### src/sv/pete_pkg.sv
package pete_pkg;

   // Default sizes of the tables.
   localparam int EVENT_SLOTS = 16;
   localparam int PIN_SLOTS   = 16;

   // Ports at or beyond this count always sample as low.
   localparam int PORT_COUNT  = 64;

   // Field widths of the channels.
   localparam int KIND_W    = 3;
   localparam int PORT_W    = 6;
   localparam int REF_W     = 16;
   localparam int LEVELS_W  = 64;
   localparam int RKIND_W   = 2;
   localparam int PIN_OUT_W = 5;

   // Stored pin code wide enough for the largest pin table and its unregistered code.
   localparam int PIN_FIELD_W = 7;

   // Input item kinds.
   localparam logic [KIND_W-1:0] KIND_REGISTER = 3'd0;
   localparam logic [KIND_W-1:0] KIND_PUSH     = 3'd1;
   localparam logic [KIND_W-1:0] KIND_TICK     = 3'd2;
   localparam logic [KIND_W-1:0] KIND_FETCH    = 3'd3;
   localparam logic [KIND_W-1:0] KIND_FLUSH    = 3'd4;

   // Result kinds.
   localparam logic [RKIND_W-1:0] RKIND_DRIVE   = 2'd0;
   localparam logic [RKIND_W-1:0] RKIND_FETCHED = 2'd1;
   localparam logic [RKIND_W-1:0] RKIND_NONE    = 2'd2;

   typedef enum logic [1:0] {
      EVT_INACTIVE = 2'd0,
      EVT_PENDING  = 2'd1,
      EVT_ACTIVE   = 2'd2
   } evt_status_type;

   typedef struct packed {
      logic [REF_W-1:0]       evt_ref;
      logic [PORT_W-1:0]      port;
      logic [PIN_FIELD_W-1:0] pin;
      logic                   level;
      evt_status_type         status;
   } evt_entry_type;

   // Controls of one event cell: clear wins over load, load over shift.
   typedef struct packed {
      logic clear;
      logic load;
      logic shift;
   } evt_ctl_type;

   // Controls of one pin cell.
   typedef struct packed {
      logic clear;
      logic load;
   } pin_ctl_type;

   typedef enum logic [1:0] {
      ST_IDLE,
      ST_TICK,
      ST_FETCH,
      ST_FETCH_OUT
   } pete_state_type;

endpackage

### src/sv/pete_chan_if.sv
// Request channel: one beat carries one input item.
interface pete_req_if;
   logic        valid;
   logic        ready;
   logic [2:0]  kind;
   logic [5:0]  port;
   logic [15:0] event_ref;
   logic        direction;
   logic        level;
   logic [63:0] port_levels;

   modport source (output valid, kind, port, event_ref, direction, level, port_levels,
                   input ready);
   modport sink   (input valid, kind, port, event_ref, direction, level, port_levels,
                   output ready);
endinterface

// Response channel: one beat carries one result item.
interface pete_rsp_if;
   logic        valid;
   logic        ready;
   logic [1:0]  result_kind;
   logic [5:0]  out_port;
   logic        out_level;
   logic [15:0] out_ref;
   logic [4:0]  pin_index;
   logic        last;

   modport source (output valid, result_kind, out_port, out_level, out_ref, pin_index, last,
                   input ready);
   modport sink   (input valid, result_kind, out_port, out_level, out_ref, pin_index, last,
                   output ready);
endinterface

### src/sv/pete_pin_cell.sv
module pete_pin_cell (
   input  logic                  clock,
   input  logic                  reset,
   input  pete_pkg::pin_ctl_type ctl,
   input  logic [5:0]            load_port,
   input  logic [5:0]            probe_port,
   output logic                  hit,
   output logic                  valid
);
   import pete_pkg::*;

   logic [PORT_W-1:0] port_ff;
   logic              valid_ff;

   // The registered port; a cleared cell holds port zero and is not valid.
   always_ff @(posedge clock) begin
      if (reset || ctl.clear) begin
         port_ff  <= '0;
         valid_ff <= 1'b0;
      end else if (ctl.load) begin
         port_ff  <= load_port;
         valid_ff <= 1'b1;
      end
   end

   // Only a filled slot can answer a lookup.
   assign hit   = valid_ff && (port_ff == probe_port);
   assign valid = valid_ff;

endmodule

### src/sv/pete_evt_cell.sv
module pete_evt_cell (
   input  logic                    clock,
   input  logic                    reset,
   input  pete_pkg::evt_ctl_type   ctl,
   input  pete_pkg::evt_entry_type load_data,
   input  pete_pkg::evt_entry_type shift_data,
   output pete_pkg::evt_entry_type entry
);
   import pete_pkg::*;

   evt_entry_type entry_ff;

   // One ring slot: written by a push, or taking its neighbour's entry while the ring turns.
   always_ff @(posedge clock) begin
      if (reset || ctl.clear) begin
         entry_ff <= '{evt_ref: '0, port: '0, pin: '0, level: 1'b0, status: EVT_INACTIVE};
      end else if (ctl.load) begin
         entry_ff <= load_data;
      end else if (ctl.shift) begin
         entry_ff <= shift_data;
      end
   end

   assign entry = entry_ff;

endmodule

### src/sv/pin_event_table_engine.sv
// Pin event table engine. Register, push and flush act as their beat is taken and give
// no result. Tick turns both event rings once around and fetch the input ring, one slot
// per cycle through the head cell, a tick stalling while a drive command waits on a full
// response register; each holds the request side until it is done, and fetch then
// holds it until its result is handed out to a free response register.
// Slots are visited in index order, so drive commands leave in slot order and a fetch
// returns the lowest active input slot. A new request beat is taken as soon as the engine
// is idle, even while its last result still waits in the response register.
module pin_event_table_engine #(
   parameter int EVENT_SLOTS = pete_pkg::EVENT_SLOTS,
   parameter int PIN_SLOTS   = pete_pkg::PIN_SLOTS
) (
   input logic       clock,
   input logic       reset,
   pete_req_if.sink   req_chan,
   pete_rsp_if.source rsp_chan
);
   import pete_pkg::*;

   localparam int SLOT_W = (EVENT_SLOTS > 1) ? $clog2(EVENT_SLOTS) : 1;
   localparam int PIN_W  = $clog2(PIN_SLOTS + 1);

   localparam logic [SLOT_W-1:0] LAST_SLOT = SLOT_W'(EVENT_SLOTS - 1);
   localparam logic [PIN_W-1:0]  NO_PIN    = PIN_W'(PIN_SLOTS);

   // Control state.
   pete_state_type    state_ff, state_in;
   logic [SLOT_W-1:0] scan_ff, scan_in;
   logic [SLOT_W-1:0] out_wi_ff, out_wi_in;
   logic [SLOT_W-1:0] in_wi_ff, in_wi_in;
   logic [PIN_W-1:0]  pin_count_ff, pin_count_in;
   logic              found_ff, found_in;
   logic              rsp_valid_ff, rsp_valid_in;

   // Payload state.
   logic [LEVELS_W-1:0] levels_ff;
   evt_entry_type       fetch_ff;
   logic [RKIND_W-1:0]  rsp_kind_ff;
   logic [PORT_W-1:0]   rsp_port_ff;
   logic                rsp_level_ff;
   logic [REF_W-1:0]    rsp_ref_ff;
   logic [PIN_OUT_W-1:0] rsp_pin_ff;
   logic                rsp_last_ff;

   // Handshake and step controls.
   logic accept;
   logic rsp_free;
   logic tick_step;
   logic fetch_step;
   logic load_drive;
   logic load_fetch;

   // Cells.
   evt_entry_type out_q [EVENT_SLOTS];
   evt_entry_type in_q  [EVENT_SLOTS];
   evt_ctl_type   out_ctl [EVENT_SLOTS];
   evt_ctl_type   in_ctl  [EVENT_SLOTS];
   evt_entry_type out_head_mod, in_head_mod, push_entry;
   logic [EVENT_SLOTS-1:0] out_pend;
   logic          out_rest_pend;
   logic          head_sampled;

   pin_ctl_type   pin_ctl [PIN_SLOTS];
   logic [PIN_SLOTS-1:0] pin_hit, pin_valid;
   logic [PIN_W-1:0] pin_idx;
   logic          pin_found;

   logic is_register, is_push, is_tick, is_fetch, is_flush;

   assign accept      = req_chan.valid && req_chan.ready;
   assign rsp_free    = !rsp_valid_ff || rsp_chan.ready;
   assign is_register = accept && (req_chan.kind == KIND_REGISTER);
   assign is_push     = accept && (req_chan.kind == KIND_PUSH);
   assign is_tick     = accept && (req_chan.kind == KIND_TICK);
   assign is_fetch    = accept && (req_chan.kind == KIND_FETCH);
   assign is_flush    = accept && (req_chan.kind == KIND_FLUSH);

   // Pin table lookup: ports in the table are unique, so the hits can be merged by OR.
   always_comb begin
      pin_idx   = '0;
      pin_found = |pin_hit;
      for (int i = 0; i < PIN_SLOTS; i++) begin
         if (pin_hit[i]) begin
            pin_idx = pin_idx | PIN_W'(i);
         end
      end
      if (!pin_found) begin
         pin_idx = NO_PIN;
      end
   end

   // Pin cells: a new port goes into the first free slot while there is one.
   genvar gp;
   generate
      for (gp = 0; gp < PIN_SLOTS; gp++) begin : g_pin
         always_comb begin
            pin_ctl[gp].clear = is_flush;
            pin_ctl[gp].load  = is_register && !pin_found &&
                                (pin_count_ff == PIN_W'(gp));
         end
         pete_pin_cell u_pin (
            .clock      (clock),
            .reset      (reset),
            .ctl        (pin_ctl[gp]),
            .load_port  (req_chan.port),
            .probe_port (req_chan.port),
            .hit        (pin_hit[gp]),
            .valid      (pin_valid[gp])
         );
      end
   endgenerate

   // Entry written by a push.
   always_comb begin
      push_entry.evt_ref = req_chan.event_ref;
      push_entry.port    = req_chan.port;
      push_entry.pin     = PIN_FIELD_W'(pin_idx);
      push_entry.level   = req_chan.level;
      push_entry.status  = EVT_PENDING;
   end

   // Pending flags of the output ring; the head is excluded from the look-ahead.
   always_comb begin
      out_rest_pend = 1'b0;
      for (int k = 0; k < EVENT_SLOTS; k++) begin
         out_pend[k] = (out_q[k].status == EVT_PENDING);
      end
      for (int k = 1; k < EVENT_SLOTS; k++) begin
         out_rest_pend = out_rest_pend | out_pend[k];
      end
   end

   // Sampled level of the head input event's port.
   assign head_sampled = ({1'b0, in_q[0].port} < 7'(PORT_COUNT)) &&
                         levels_ff[in_q[0].port];

   // Head cell updates as each slot passes it.
   always_comb begin
      out_head_mod = out_q[0];
      if (out_pend[0]) begin
         out_head_mod.status = EVT_INACTIVE;
      end
      in_head_mod = in_q[0];
      if (state_ff == ST_TICK) begin
         if (in_q[0].status == EVT_PENDING && head_sampled == in_q[0].level) begin
            in_head_mod.status = EVT_ACTIVE;
         end
      end else if (!found_ff && in_q[0].status == EVT_ACTIVE) begin
         in_head_mod.status = EVT_INACTIVE;
      end
   end

   // Event rings: each cell takes from its upper neighbour, the top cell from the head.
   genvar ge;
   generate
      for (ge = 0; ge < EVENT_SLOTS; ge++) begin : g_evt
         evt_entry_type out_next, in_next;
         if (ge == EVENT_SLOTS - 1) begin : g_top
            assign out_next = out_head_mod;
            assign in_next  = in_head_mod;
         end else begin : g_mid
            assign out_next = out_q[ge+1];
            assign in_next  = in_q[ge+1];
         end
         always_comb begin
            out_ctl[ge].clear = is_flush;
            out_ctl[ge].load  = is_push && !req_chan.direction &&
                                (out_wi_ff == SLOT_W'(ge));
            out_ctl[ge].shift = tick_step;
            in_ctl[ge].clear  = is_flush;
            in_ctl[ge].load   = is_push && req_chan.direction &&
                                (in_wi_ff == SLOT_W'(ge));
            in_ctl[ge].shift  = tick_step || fetch_step;
         end
         pete_evt_cell u_out (
            .clock      (clock),
            .reset      (reset),
            .ctl        (out_ctl[ge]),
            .load_data  (push_entry),
            .shift_data (out_next),
            .entry      (out_q[ge])
         );
         pete_evt_cell u_in (
            .clock      (clock),
            .reset      (reset),
            .ctl        (in_ctl[ge]),
            .load_data  (push_entry),
            .shift_data (in_next),
            .entry      (in_q[ge])
         );
      end
   endgenerate

   // Next state.
   always_comb begin
      state_in = state_ff;
      unique case (state_ff)
         ST_IDLE: begin
            if (is_tick) begin
               state_in = ST_TICK;
            end else if (is_fetch) begin
               state_in = ST_FETCH;
            end
         end
         ST_TICK: begin
            if (tick_step && scan_ff == LAST_SLOT) begin
               state_in = ST_IDLE;
            end
         end
         ST_FETCH: begin
            if (scan_ff == LAST_SLOT) begin
               state_in = ST_FETCH_OUT;
            end
         end
         ST_FETCH_OUT: begin
            if (rsp_free) begin
               state_in = ST_IDLE;
            end
         end
         default: state_in = ST_IDLE;
      endcase
   end

   // Outputs of the state machine.
   always_comb begin
      req_chan.ready = 1'b0;
      tick_step      = 1'b0;
      fetch_step     = 1'b0;
      load_drive     = 1'b0;
      load_fetch     = 1'b0;
      unique case (state_ff)
         ST_IDLE:      req_chan.ready = 1'b1;
         ST_TICK: begin
            tick_step  = !out_pend[0] || rsp_free;
            load_drive = out_pend[0] && rsp_free;
         end
         ST_FETCH:     fetch_step = 1'b1;
         ST_FETCH_OUT: load_fetch = rsp_free;
         default: ;
      endcase
   end

   // Scan counter, write indexes, pin count and fetch capture.
   always_comb begin
      scan_in      = scan_ff;
      out_wi_in    = out_wi_ff;
      in_wi_in     = in_wi_ff;
      pin_count_in = pin_count_ff;
      found_in     = found_ff;
      if (tick_step || fetch_step) begin
         scan_in = (scan_ff == LAST_SLOT) ? '0 : scan_ff + 1'b1;
      end
      if (is_push) begin
         if (req_chan.direction) begin
            in_wi_in  = (in_wi_ff == LAST_SLOT) ? '0 : in_wi_ff + 1'b1;
         end else begin
            out_wi_in = (out_wi_ff == LAST_SLOT) ? '0 : out_wi_ff + 1'b1;
         end
      end
      if (is_register && !pin_found && pin_count_ff != NO_PIN) begin
         pin_count_in = pin_count_ff + 1'b1;
      end
      if (is_fetch) begin
         found_in = 1'b0;
      end else if (fetch_step && in_q[0].status == EVT_ACTIVE) begin
         found_in = 1'b1;
      end
      if (is_flush) begin
         out_wi_in    = '0;
         in_wi_in     = '0;
         pin_count_in = '0;
      end
   end

   // Response register valid flag.
   always_comb begin
      rsp_valid_in = rsp_valid_ff;
      if (load_drive || load_fetch) begin
         rsp_valid_in = 1'b1;
      end else if (rsp_chan.ready) begin
         rsp_valid_in = 1'b0;
      end
   end

   // Control registers.
   always_ff @(posedge clock) begin
      if (reset) begin
         state_ff     <= ST_IDLE;
         scan_ff      <= '0;
         out_wi_ff    <= '0;
         in_wi_ff     <= '0;
         pin_count_ff <= '0;
         found_ff     <= 1'b0;
         rsp_valid_ff <= 1'b0;
      end else begin
         state_ff     <= state_in;
         scan_ff      <= scan_in;
         out_wi_ff    <= out_wi_in;
         in_wi_ff     <= in_wi_in;
         pin_count_ff <= pin_count_in;
         found_ff     <= found_in;
         rsp_valid_ff <= rsp_valid_in;
      end
   end

   // Payload registers: sampled levels, the fetched entry and the response beat.
   always_ff @(posedge clock) begin
      if (is_tick) begin
         levels_ff <= req_chan.port_levels;
      end
      if (fetch_step && !found_ff && in_q[0].status == EVT_ACTIVE) begin
         fetch_ff <= in_q[0];
      end
      if (load_drive) begin
         rsp_kind_ff  <= RKIND_DRIVE;
         rsp_port_ff  <= out_q[0].port;
         rsp_level_ff <= out_q[0].level;
         rsp_ref_ff   <= out_q[0].evt_ref;
         rsp_pin_ff   <= PIN_OUT_W'(out_q[0].pin);
         rsp_last_ff  <= !out_rest_pend;
      end else if (load_fetch) begin
         rsp_kind_ff  <= found_ff ? RKIND_FETCHED : RKIND_NONE;
         rsp_port_ff  <= found_ff ? fetch_ff.port : '0;
         rsp_level_ff <= found_ff ? fetch_ff.level : 1'b0;
         rsp_ref_ff   <= found_ff ? fetch_ff.evt_ref : '0;
         rsp_pin_ff   <= found_ff ? PIN_OUT_W'(fetch_ff.pin) : '0;
         rsp_last_ff  <= 1'b1;
      end
   end

   assign rsp_chan.valid       = rsp_valid_ff;
   assign rsp_chan.result_kind = rsp_kind_ff;
   assign rsp_chan.out_port    = rsp_port_ff;
   assign rsp_chan.out_level   = rsp_level_ff;
   assign rsp_chan.out_ref     = rsp_ref_ff;
   assign rsp_chan.pin_index   = rsp_pin_ff;
   assign rsp_chan.last        = rsp_last_ff;

   // A finished tick leaves no output event pending.
   a_tick_drains: assert property (@(posedge clock) disable iff (reset)
      (state_ff == ST_TICK && state_in == ST_IDLE) |=> !(|out_pend))
      else $error("output event still pending after tick");

   // The rings sit aligned whenever the engine is idle.
   a_scan_aligned: assert property (@(posedge clock) disable iff (reset)
      (state_ff == ST_IDLE) |-> (scan_ff == '0))
      else $error("scan counter not at slot zero while idle");

   // Filled pin slots match the pin count.
   a_pin_count: assert property (@(posedge clock) disable iff (reset)
      $countones(pin_valid) == int'(pin_count_ff))
      else $error("pin count disagrees with filled pin slots");

   // A drive or fetch result is only loaded when the response register can take it.
   a_rsp_no_overwrite: assert property (@(posedge clock) disable iff (reset)
      (rsp_valid_ff && !rsp_chan.ready) |-> !(load_drive || load_fetch))
      else $error("response beat overwritten before it was taken");

endmodule

### src/flat_wrapper.sv
// flat-port wrapper written by rule: the top's interface ports become plain ports
module pin_event_table_engine_flat import pete_pkg::*;
#(
   parameter int EVENT_SLOTS = pete_pkg::EVENT_SLOTS,
   parameter int PIN_SLOTS   = pete_pkg::PIN_SLOTS
)
  (clock, reset, req_chan_valid, req_chan_kind, req_chan_port, req_chan_event_ref, req_chan_direction, req_chan_level, req_chan_port_levels, req_chan_ready, rsp_chan_valid, rsp_chan_result_kind, rsp_chan_out_port, rsp_chan_out_level, rsp_chan_out_ref, rsp_chan_pin_index, rsp_chan_last, rsp_chan_ready);
  pete_req_if req_chan_i ();
  pete_rsp_if rsp_chan_i ();
  input logic clock;
  input logic reset;
  input wire logic [$bits(req_chan_i.valid)-1:0] req_chan_valid;
  input wire logic [$bits(req_chan_i.kind)-1:0] req_chan_kind;
  input wire logic [$bits(req_chan_i.port)-1:0] req_chan_port;
  input wire logic [$bits(req_chan_i.event_ref)-1:0] req_chan_event_ref;
  input wire logic [$bits(req_chan_i.direction)-1:0] req_chan_direction;
  input wire logic [$bits(req_chan_i.level)-1:0] req_chan_level;
  input wire logic [$bits(req_chan_i.port_levels)-1:0] req_chan_port_levels;
  output wire logic [$bits(req_chan_i.ready)-1:0] req_chan_ready;
  output wire logic [$bits(rsp_chan_i.valid)-1:0] rsp_chan_valid;
  output wire logic [$bits(rsp_chan_i.result_kind)-1:0] rsp_chan_result_kind;
  output wire logic [$bits(rsp_chan_i.out_port)-1:0] rsp_chan_out_port;
  output wire logic [$bits(rsp_chan_i.out_level)-1:0] rsp_chan_out_level;
  output wire logic [$bits(rsp_chan_i.out_ref)-1:0] rsp_chan_out_ref;
  output wire logic [$bits(rsp_chan_i.pin_index)-1:0] rsp_chan_pin_index;
  output wire logic [$bits(rsp_chan_i.last)-1:0] rsp_chan_last;
  input wire logic [$bits(rsp_chan_i.ready)-1:0] rsp_chan_ready;
  assign req_chan_i.valid = req_chan_valid;
  assign req_chan_i.kind = req_chan_kind;
  assign req_chan_i.port = req_chan_port;
  assign req_chan_i.event_ref = req_chan_event_ref;
  assign req_chan_i.direction = req_chan_direction;
  assign req_chan_i.level = req_chan_level;
  assign req_chan_i.port_levels = req_chan_port_levels;
  assign req_chan_ready = req_chan_i.ready;
  assign rsp_chan_valid = rsp_chan_i.valid;
  assign rsp_chan_result_kind = rsp_chan_i.result_kind;
  assign rsp_chan_out_port = rsp_chan_i.out_port;
  assign rsp_chan_out_level = rsp_chan_i.out_level;
  assign rsp_chan_out_ref = rsp_chan_i.out_ref;
  assign rsp_chan_pin_index = rsp_chan_i.pin_index;
  assign rsp_chan_last = rsp_chan_i.last;
  assign rsp_chan_i.ready = rsp_chan_ready;
  pin_event_table_engine #(.EVENT_SLOTS(EVENT_SLOTS), .PIN_SLOTS(PIN_SLOTS)) u_core (.clock(clock), .reset(reset), .req_chan(req_chan_i), .rsp_chan(rsp_chan_i));
endmodule
### config.mk
export PLATFORM = sky130hd
export DESIGN_NAME = pin_event_table_engine_flat
export DESIGN_NICKNAME = d
export VERILOG_FILES = /design/src/sv/pete_pkg.sv /design/src/sv/pete_chan_if.sv /design/src/sv/pete_pin_cell.sv /design/src/sv/pete_evt_cell.sv /design/src/sv/pin_event_table_engine.sv /design/src/flat_wrapper.sv
export SDC_FILE = /design/constraint.sdc
export NUM_CORES = 2
export LEC_CHECK = 0
export ABC_CLOCK_PERIOD_IN_PS = 14200
export BUFFER_PORTS_ARGS = -buffer_cell sky130_fd_sc_hd__buf_2
export CAP_MARGIN = 20
export CORE_UTILIZATION = 25
export CTS_CLUSTER_DIAMETER = 60
export DETAILED_ROUTE_END_ITERATION = 8
export PLACE_DENSITY_LB_ADDON = 0.12
export SLEW_MARGIN = 20
export SYNTH_ARGS = -nofsm -noshare
export SYNTH_HDL_FRONTEND = slang
export SYNTH_SLANG_ARGS = --single-unit
### constraint.sdc
create_clock -name clock -period 14.2 [get_ports clock]
set_input_delay 2.84 -clock clock [delete_from_list [all_inputs] [get_ports clock]]
set_output_delay 2.84 -clock clock [all_outputs]
set_load 0.02 [all_outputs]
# Word-level counts from Yosys, hierarchy flattened
# Index checks and enable logic that the tools add are counted.
# totals
out_inout_bits	33
latch_bits	0
mem_count	0
regBits	1280
mem_bits_ro	0
mem_bits_rw	0
# classes
shift	0
eq_ne	93
order_cmp	1
n_mul	0
bitwise_logic	15
n_reduce_logical	169
div_mod_pow	0
addsub	4
n_mux	117
# op_table
cell	count
32-bit two-way mux	64
6-bit equality test	16
1-bit logical AND	81
4-bit equality test, second input constant	17
2-bit nonzero test	34
2-bit OR reduction	34
16-bit two-way mux	3
4-bit two-way mux	11
5-bit by 4-bit equality test with 1-bit output, second input constant	8
2-bit by 1-bit equality test with 1-bit output, second input constant	18
4-bit by 3-bit equality test with 1-bit output, second input constant	8
2-bit two-way mux	12
5-bit by 3-bit equality test with 1-bit output, second input constant	4
5-bit two-way mux	4
6-bit two-way mux	3
4-bit by 2-bit equality test with 1-bit output, second input constant	4
16-bit OR reduction	1
1-bit two-way mux	14
1-bit bitwise OR	14
4-bit by 1-bit adder with 4-bit output, second input constant	3
3-bit two-way mux	4
5-bit by 2-bit equality test with 1-bit output, second input constant	2
4-bit by 1-bit equality test with 1-bit output, second input constant	2
4-bit zero test	2
other kinds (22)	36

# Longest topological paths before layout
# depth
depth_word	19
depth_mapped	11
mapped_depth_nobuf	7

# Modules after synthesis
# From an unflattened synthesis, not the netlist that was laid out.
# hier_totals
hier_cells	5625
hier_area_um2	67725.0
# by_module_without_submodules
module	area_per_inst_um2	cells_per_inst	n_inst
pete_evt_cell	1756.7	143	32
pin_event_table_engine	6426.2	537	1
pete_pin_cell	317.8	32	16

# Worst setup path after synthesis
# No wires, ideal clock.
# synth_timing
path_type	input-to-reg
start	in req_chan_kind[2]
end	reg u_core.state_ff[0]
path_slack_ns	7.734
setup_ns	0.065
t_arrival_ns	6.401
cell_stages	6
path_buffers	0
cell_sequence	nor4b_4 nand2_1 nor2_1 nand3b_1 o21ai_0 nor2_1
# synth_between
elab_chain_len	4
elab_cells_between_ends	8
cone_classes	eq/ne (3); mux (2); reduce/logical (3)
# synth_lines
item	line	rtl
start: declaration	flat_wrapper.sv:13	input wire logic [$bits(req_chan_i.kind)-1:0] req_chan_kind;
3-bit by 2-bit equality test with 1-bit output (*)	pin_event_table_engine.sv:74	assign is_tick = accept && (req_chan.kind == KIND_TICK);
1-bit logical AND (*)	pin_event_table_engine.sv:74	
via u_core.is_tick	pin_event_table_engine.sv:68	logic is_register, is_push, is_tick, is_fetch, is_flush;
3-bit by 1-bit inequality test with 1-bit output (no source line) or 2-bit two-way mux (tied branches)	-	
4-bit AND reduction (no source line) or 2-bit case mux with 4 select lines (tied branches)	-	
end signal: assignment	pin_event_table_engine.sv:296	state_ff <= state_in;
end: declaration	pin_event_table_engine.sv:27	pete_state_type state_ff, state_in;
# Mark *: on every way through the listed nets, which the timed path passes. The rest lies on a longest branch.
# A chain may end at the register's enable or synchronous reset.

# Worst setup path after layout
# layout_timing
start	in rsp_chan_ready
end	reg u_core.g_evt[14].u_out.entry_ff (netlist bit u_core.g_evt[14].u_out.entry[23])
# layout_between
elab_chain_len	4
# layout_lines
item	line	rtl
start: declaration	flat_wrapper.sv:27	input wire logic [$bits(rsp_chan_i.ready)-1:0] rsp_chan_ready;
1-bit logical OR	pin_event_table_engine.sv:71	assign rsp_free = !rsp_valid_ff || rsp_chan.ready;
1-bit logical OR	pin_event_table_engine.sv:234	tick_step = !out_pend[0] || rsp_free;
1-bit two-way mux	pin_event_table_engine.sv:231	unique case (state_ff)
2-bit nonzero test (no source line)	-	
end signal: assignment	pete_evt_cell.sv:16	entry_ff <= '{evt_ref: '0, port: '0, pin: '0, level: 1'b0, status: EVT_INACTIVE};
end signal: assignment	pete_evt_cell.sv:18	entry_ff <= load_data;
end signal: assignment	pete_evt_cell.sv:20	entry_ff <= shift_data;
end: declaration	pete_evt_cell.sv:11	evt_entry_type entry_ff;
# Every way passes these cells.

==> metrics.yaml <==
critical_path:
  critical_path.top_delay_family: "buffers and inverters"
  required_ns: 14.87
  crit_path_end_kind: "flop"
  cpMostUsedCell: "buf_4"
  crit_buf_inv: 5
  arrival_ns: 7.50
  path_max_fanout: 158
  crit_chain: "buf_2 > nand2b_1 > o21ai_1 > or2_4 > buf_4 > buf_4 > buf_12 > buf_4 > nand2_1 > a311oi_1"
  path_class: "in -> reg"
  critPathMaxStageDelay_ns: 0.84
  start_kind: "input pin"
  crit_path_top_delay_cell: "buf_4"
sta:
  skew_ns: 0.0376
  tightest_slew_ns: 1.13
  setup-violations-final: 0
  slew_headroom_pct: 24.5
  hold_viol: 0
  maxSlewViolCount: 0
  rsz0062_at_grt: "no"
  finalCritPeriodShare_pct: 48.1
  fin_crit_ns: 6.83
  setup_tns_ns: 0
  fmax_ghz: 0.146
cells_and_area:
  fin_nets: 6235
  drive_gt1_share_pct: 11.3
  finish.utilization_pct: 28.4
  final_area_um2: 61100
  syn_to_final_growth_pct: 12.9
  final_cell_mix: "nand2_1, dfxtp_1, nor2_1"
  layout_commonest_cell: "nand2_1"
drt:
  ant_nets: 0
  drt-initial-drc-count: 3162
  drc: 0
  vias: 44607
  drt_pass1_iterations: 6
  wire_per_inst_um: 19.5
  vias_per_cell: 4.91
  finalWirelength_um: 177000
placement:
  port_buffers: 127
  placed_area_um2: 56100
  gp_congestion: 0.726
  place_hpwl_um: 96800
logic_synthesis:
  synth.distinct_cells: 69
  synth_warnings: 0
  synth_edf_count: 121
  syn-mean-instance-area_um2: 8.41
  yosysSeqAreaShare_pct: 47.2
  synth_area_um2: 54100
  synthFlopType: "dfxtp_1"
  syn_nets: 6549
  async_reset_ff_share_pct: 0
  netlist_instances: 6440
  synth_seq_cells: 1216
clocking:
  cts_root_buf: "clkbuf_16"
  clk_pin_slew_ns: 0.06
  clock_path_buffers: 3
  clk_latency_ns: 0.79
  htree_levels: 4
  cts_tree: "yes"
  cts_made_buffers: 156
  cts_resized: 0
  post_cts_buffers: 0
  cts_hold_buf: 0
  cts_sinks: 1216
global_routing:
  overflow: 0
  grt_pass1_vias: 43769
  grt_max_degree: 197
  antenna_found_initial: 23
  gr-usage-all-layers_pct: 15.9
  grt_pass1_wl_um: 273000
floorplanning:
  fp-row-count: 170
  die_y_um: 467
  coreArea_um2: 215000
  start_util_pct: 25.2
  design.die.area_um2: 218000
  io_pins: 128
  die_x_um: 467
pwr:
  powerDensity_nw_per_um2: 127
  power_w: 0.00774
  power_leakage_nw: 19.3
  vdd_drop_max_mv: 0.125
worst_hold_path:
  hold_class: "reg -> reg"
job:
  cap_violations: 0
outcome:
  outcome: "finished, final reports clean"
## state kept, by name, indices dropped and copies added (netlist names), 4 cells and up
name	flops
u_core.rsp_chan.pin_index	5
u_core.rsp_chan.out_port	6
u_core.fetch_ff	28
u_core.out_wi_ff	4
u_core.g_pin.u_pin.port_ff	96
u_core.in_wi_ff	4
u_core.g_evt.u_in.entry	480
u_core.scan_ff	4
u_core.g_evt.u_out.entry	480
u_core.pin_count_ff	5
u_core.g_pin.u_pin.valid	16
u_core.levels_ff	64
u_core.rsp_chan.out_ref	16
## where the power goes
| group | switching (W) | internal (W) |
|---|---|---|
| clock network | 0.00159 | 0.00233 |
| logic | 0.000293 | 0.0000493 |
| registers | 0.00000672 | 0.00347 |
## area by class of cell
type / instances / area [um2]
diodes: 3 / 7.51
clock buffers: 238 / 4690
clock inverters: 43 / 354
fillers: 22843 / 154000
inverters: 37 / 139
multi-input cells: 4504 / 25500
flip-flops and latches: 1216 / 25600
well taps: 2838 / 3550
repair buffers: 211 / 1330
## worst paths after layout
check / start / endpoint / slack, ns / cells after the start
setup / recovery: rsp_chan_ready / u_core.g_evt[14].u_out.entry[23]$_SDFFE_PP0P_ / 7.37 / 10
hold / removal: u_core.g_pin[7].u_pin.valid$_SDFFE_PP0P_ / u_core.g_pin[7].u_pin.valid$_SDFFE_PP0P_ / 0.45 / 2
setup reg to reg: u_core.g_evt[0].u_out.entry[1]$_SDFFE_PP0P_ / u_core.g_evt[14].u_out.entry[23]$_SDFFE_PP0P_ / 9.14 / 9
hold reg to reg: u_core.g_pin[7].u_pin.valid$_SDFFE_PP0P_ / u_core.g_pin[7].u_pin.valid$_SDFFE_PP0P_ / 0.45 / 2
## cells by family (layout without fill, tap and decap cells)
kind of cell               Yosys count  after routing  synth area share, %
AOI/OAI and AO/OA                 1059           1059                 18.2
xor gates and xnor gates           103            103                 1.67
adders and majority gates           14             14                0.324
buffers and inverters              720            529                 6.11
DFF                               1216           1216                 47.2
muxes                              134            134                 2.82
other                                0              3                    0
and+or+nand+nor                   3194           3194                 23.7
## Yosys cell counts, types with 14 or more instances
library cell,count,share of area [%]
nand2_1,2052,14
dfxtp_1,1095,40
nor2_1,886,6.1
a311oi_1,711,12
clkbuf_1,405,2.8
a311oi_2,154,4.3
buf_2,128,1.2
edfxtp_1,121,6.7
mux2i_1,119,2.2
buf_1,83,0.58
a21oi_1,80,0.74
xnor2_1,55,0.89
nor3_1,53,0.49
xor2_1,48,0.78
nand3_1,46,0.43
buf_6,39,0.81
inv_1,37,0.26
and3_1,36,0.42
a31oi_1,35,0.40
nand4_1,34,0.39
a211oi_1,25,0.35
buf_4,22,0.31
o31ai_1,18,0.25
mux4_2,15,0.62
nor4_1,15,0.17
ha_1,14,0.32
## worst register-to-register path: stages (launching register included)
cell	delay (ns)
dfxtp_1	0.33
nand2b_1	0.23
o21ai_1	0.33
or2_4	0.48
buf_4	0.64
buf_4	0.90
buf_12	0.67
buf_4	0.91
nand2_1	0.15
a311oi_1	0.31
## metal layers
layer	vias to the layer above	part of all wire [%]	GRT usage [%]
li1	21774	-	-
met1	21721	49	22.1
met4	14	2.0	3.94
met5	-	0.045	0
met2	875	44	25.5
met3	223	4.7	2.72
## through the flow
step	instances	hold slack [ns]	setup slack (ns)
global placement	8806	0.432	6.65
CTS	9087	0.447	7.40
detailed placement	8806	0.439	6.54
finish	9090	0.446	7.37
global route	9088	0.462	6.99
floorplan	6440	0.403	7.73
Power figures use the tool's default switching activity.
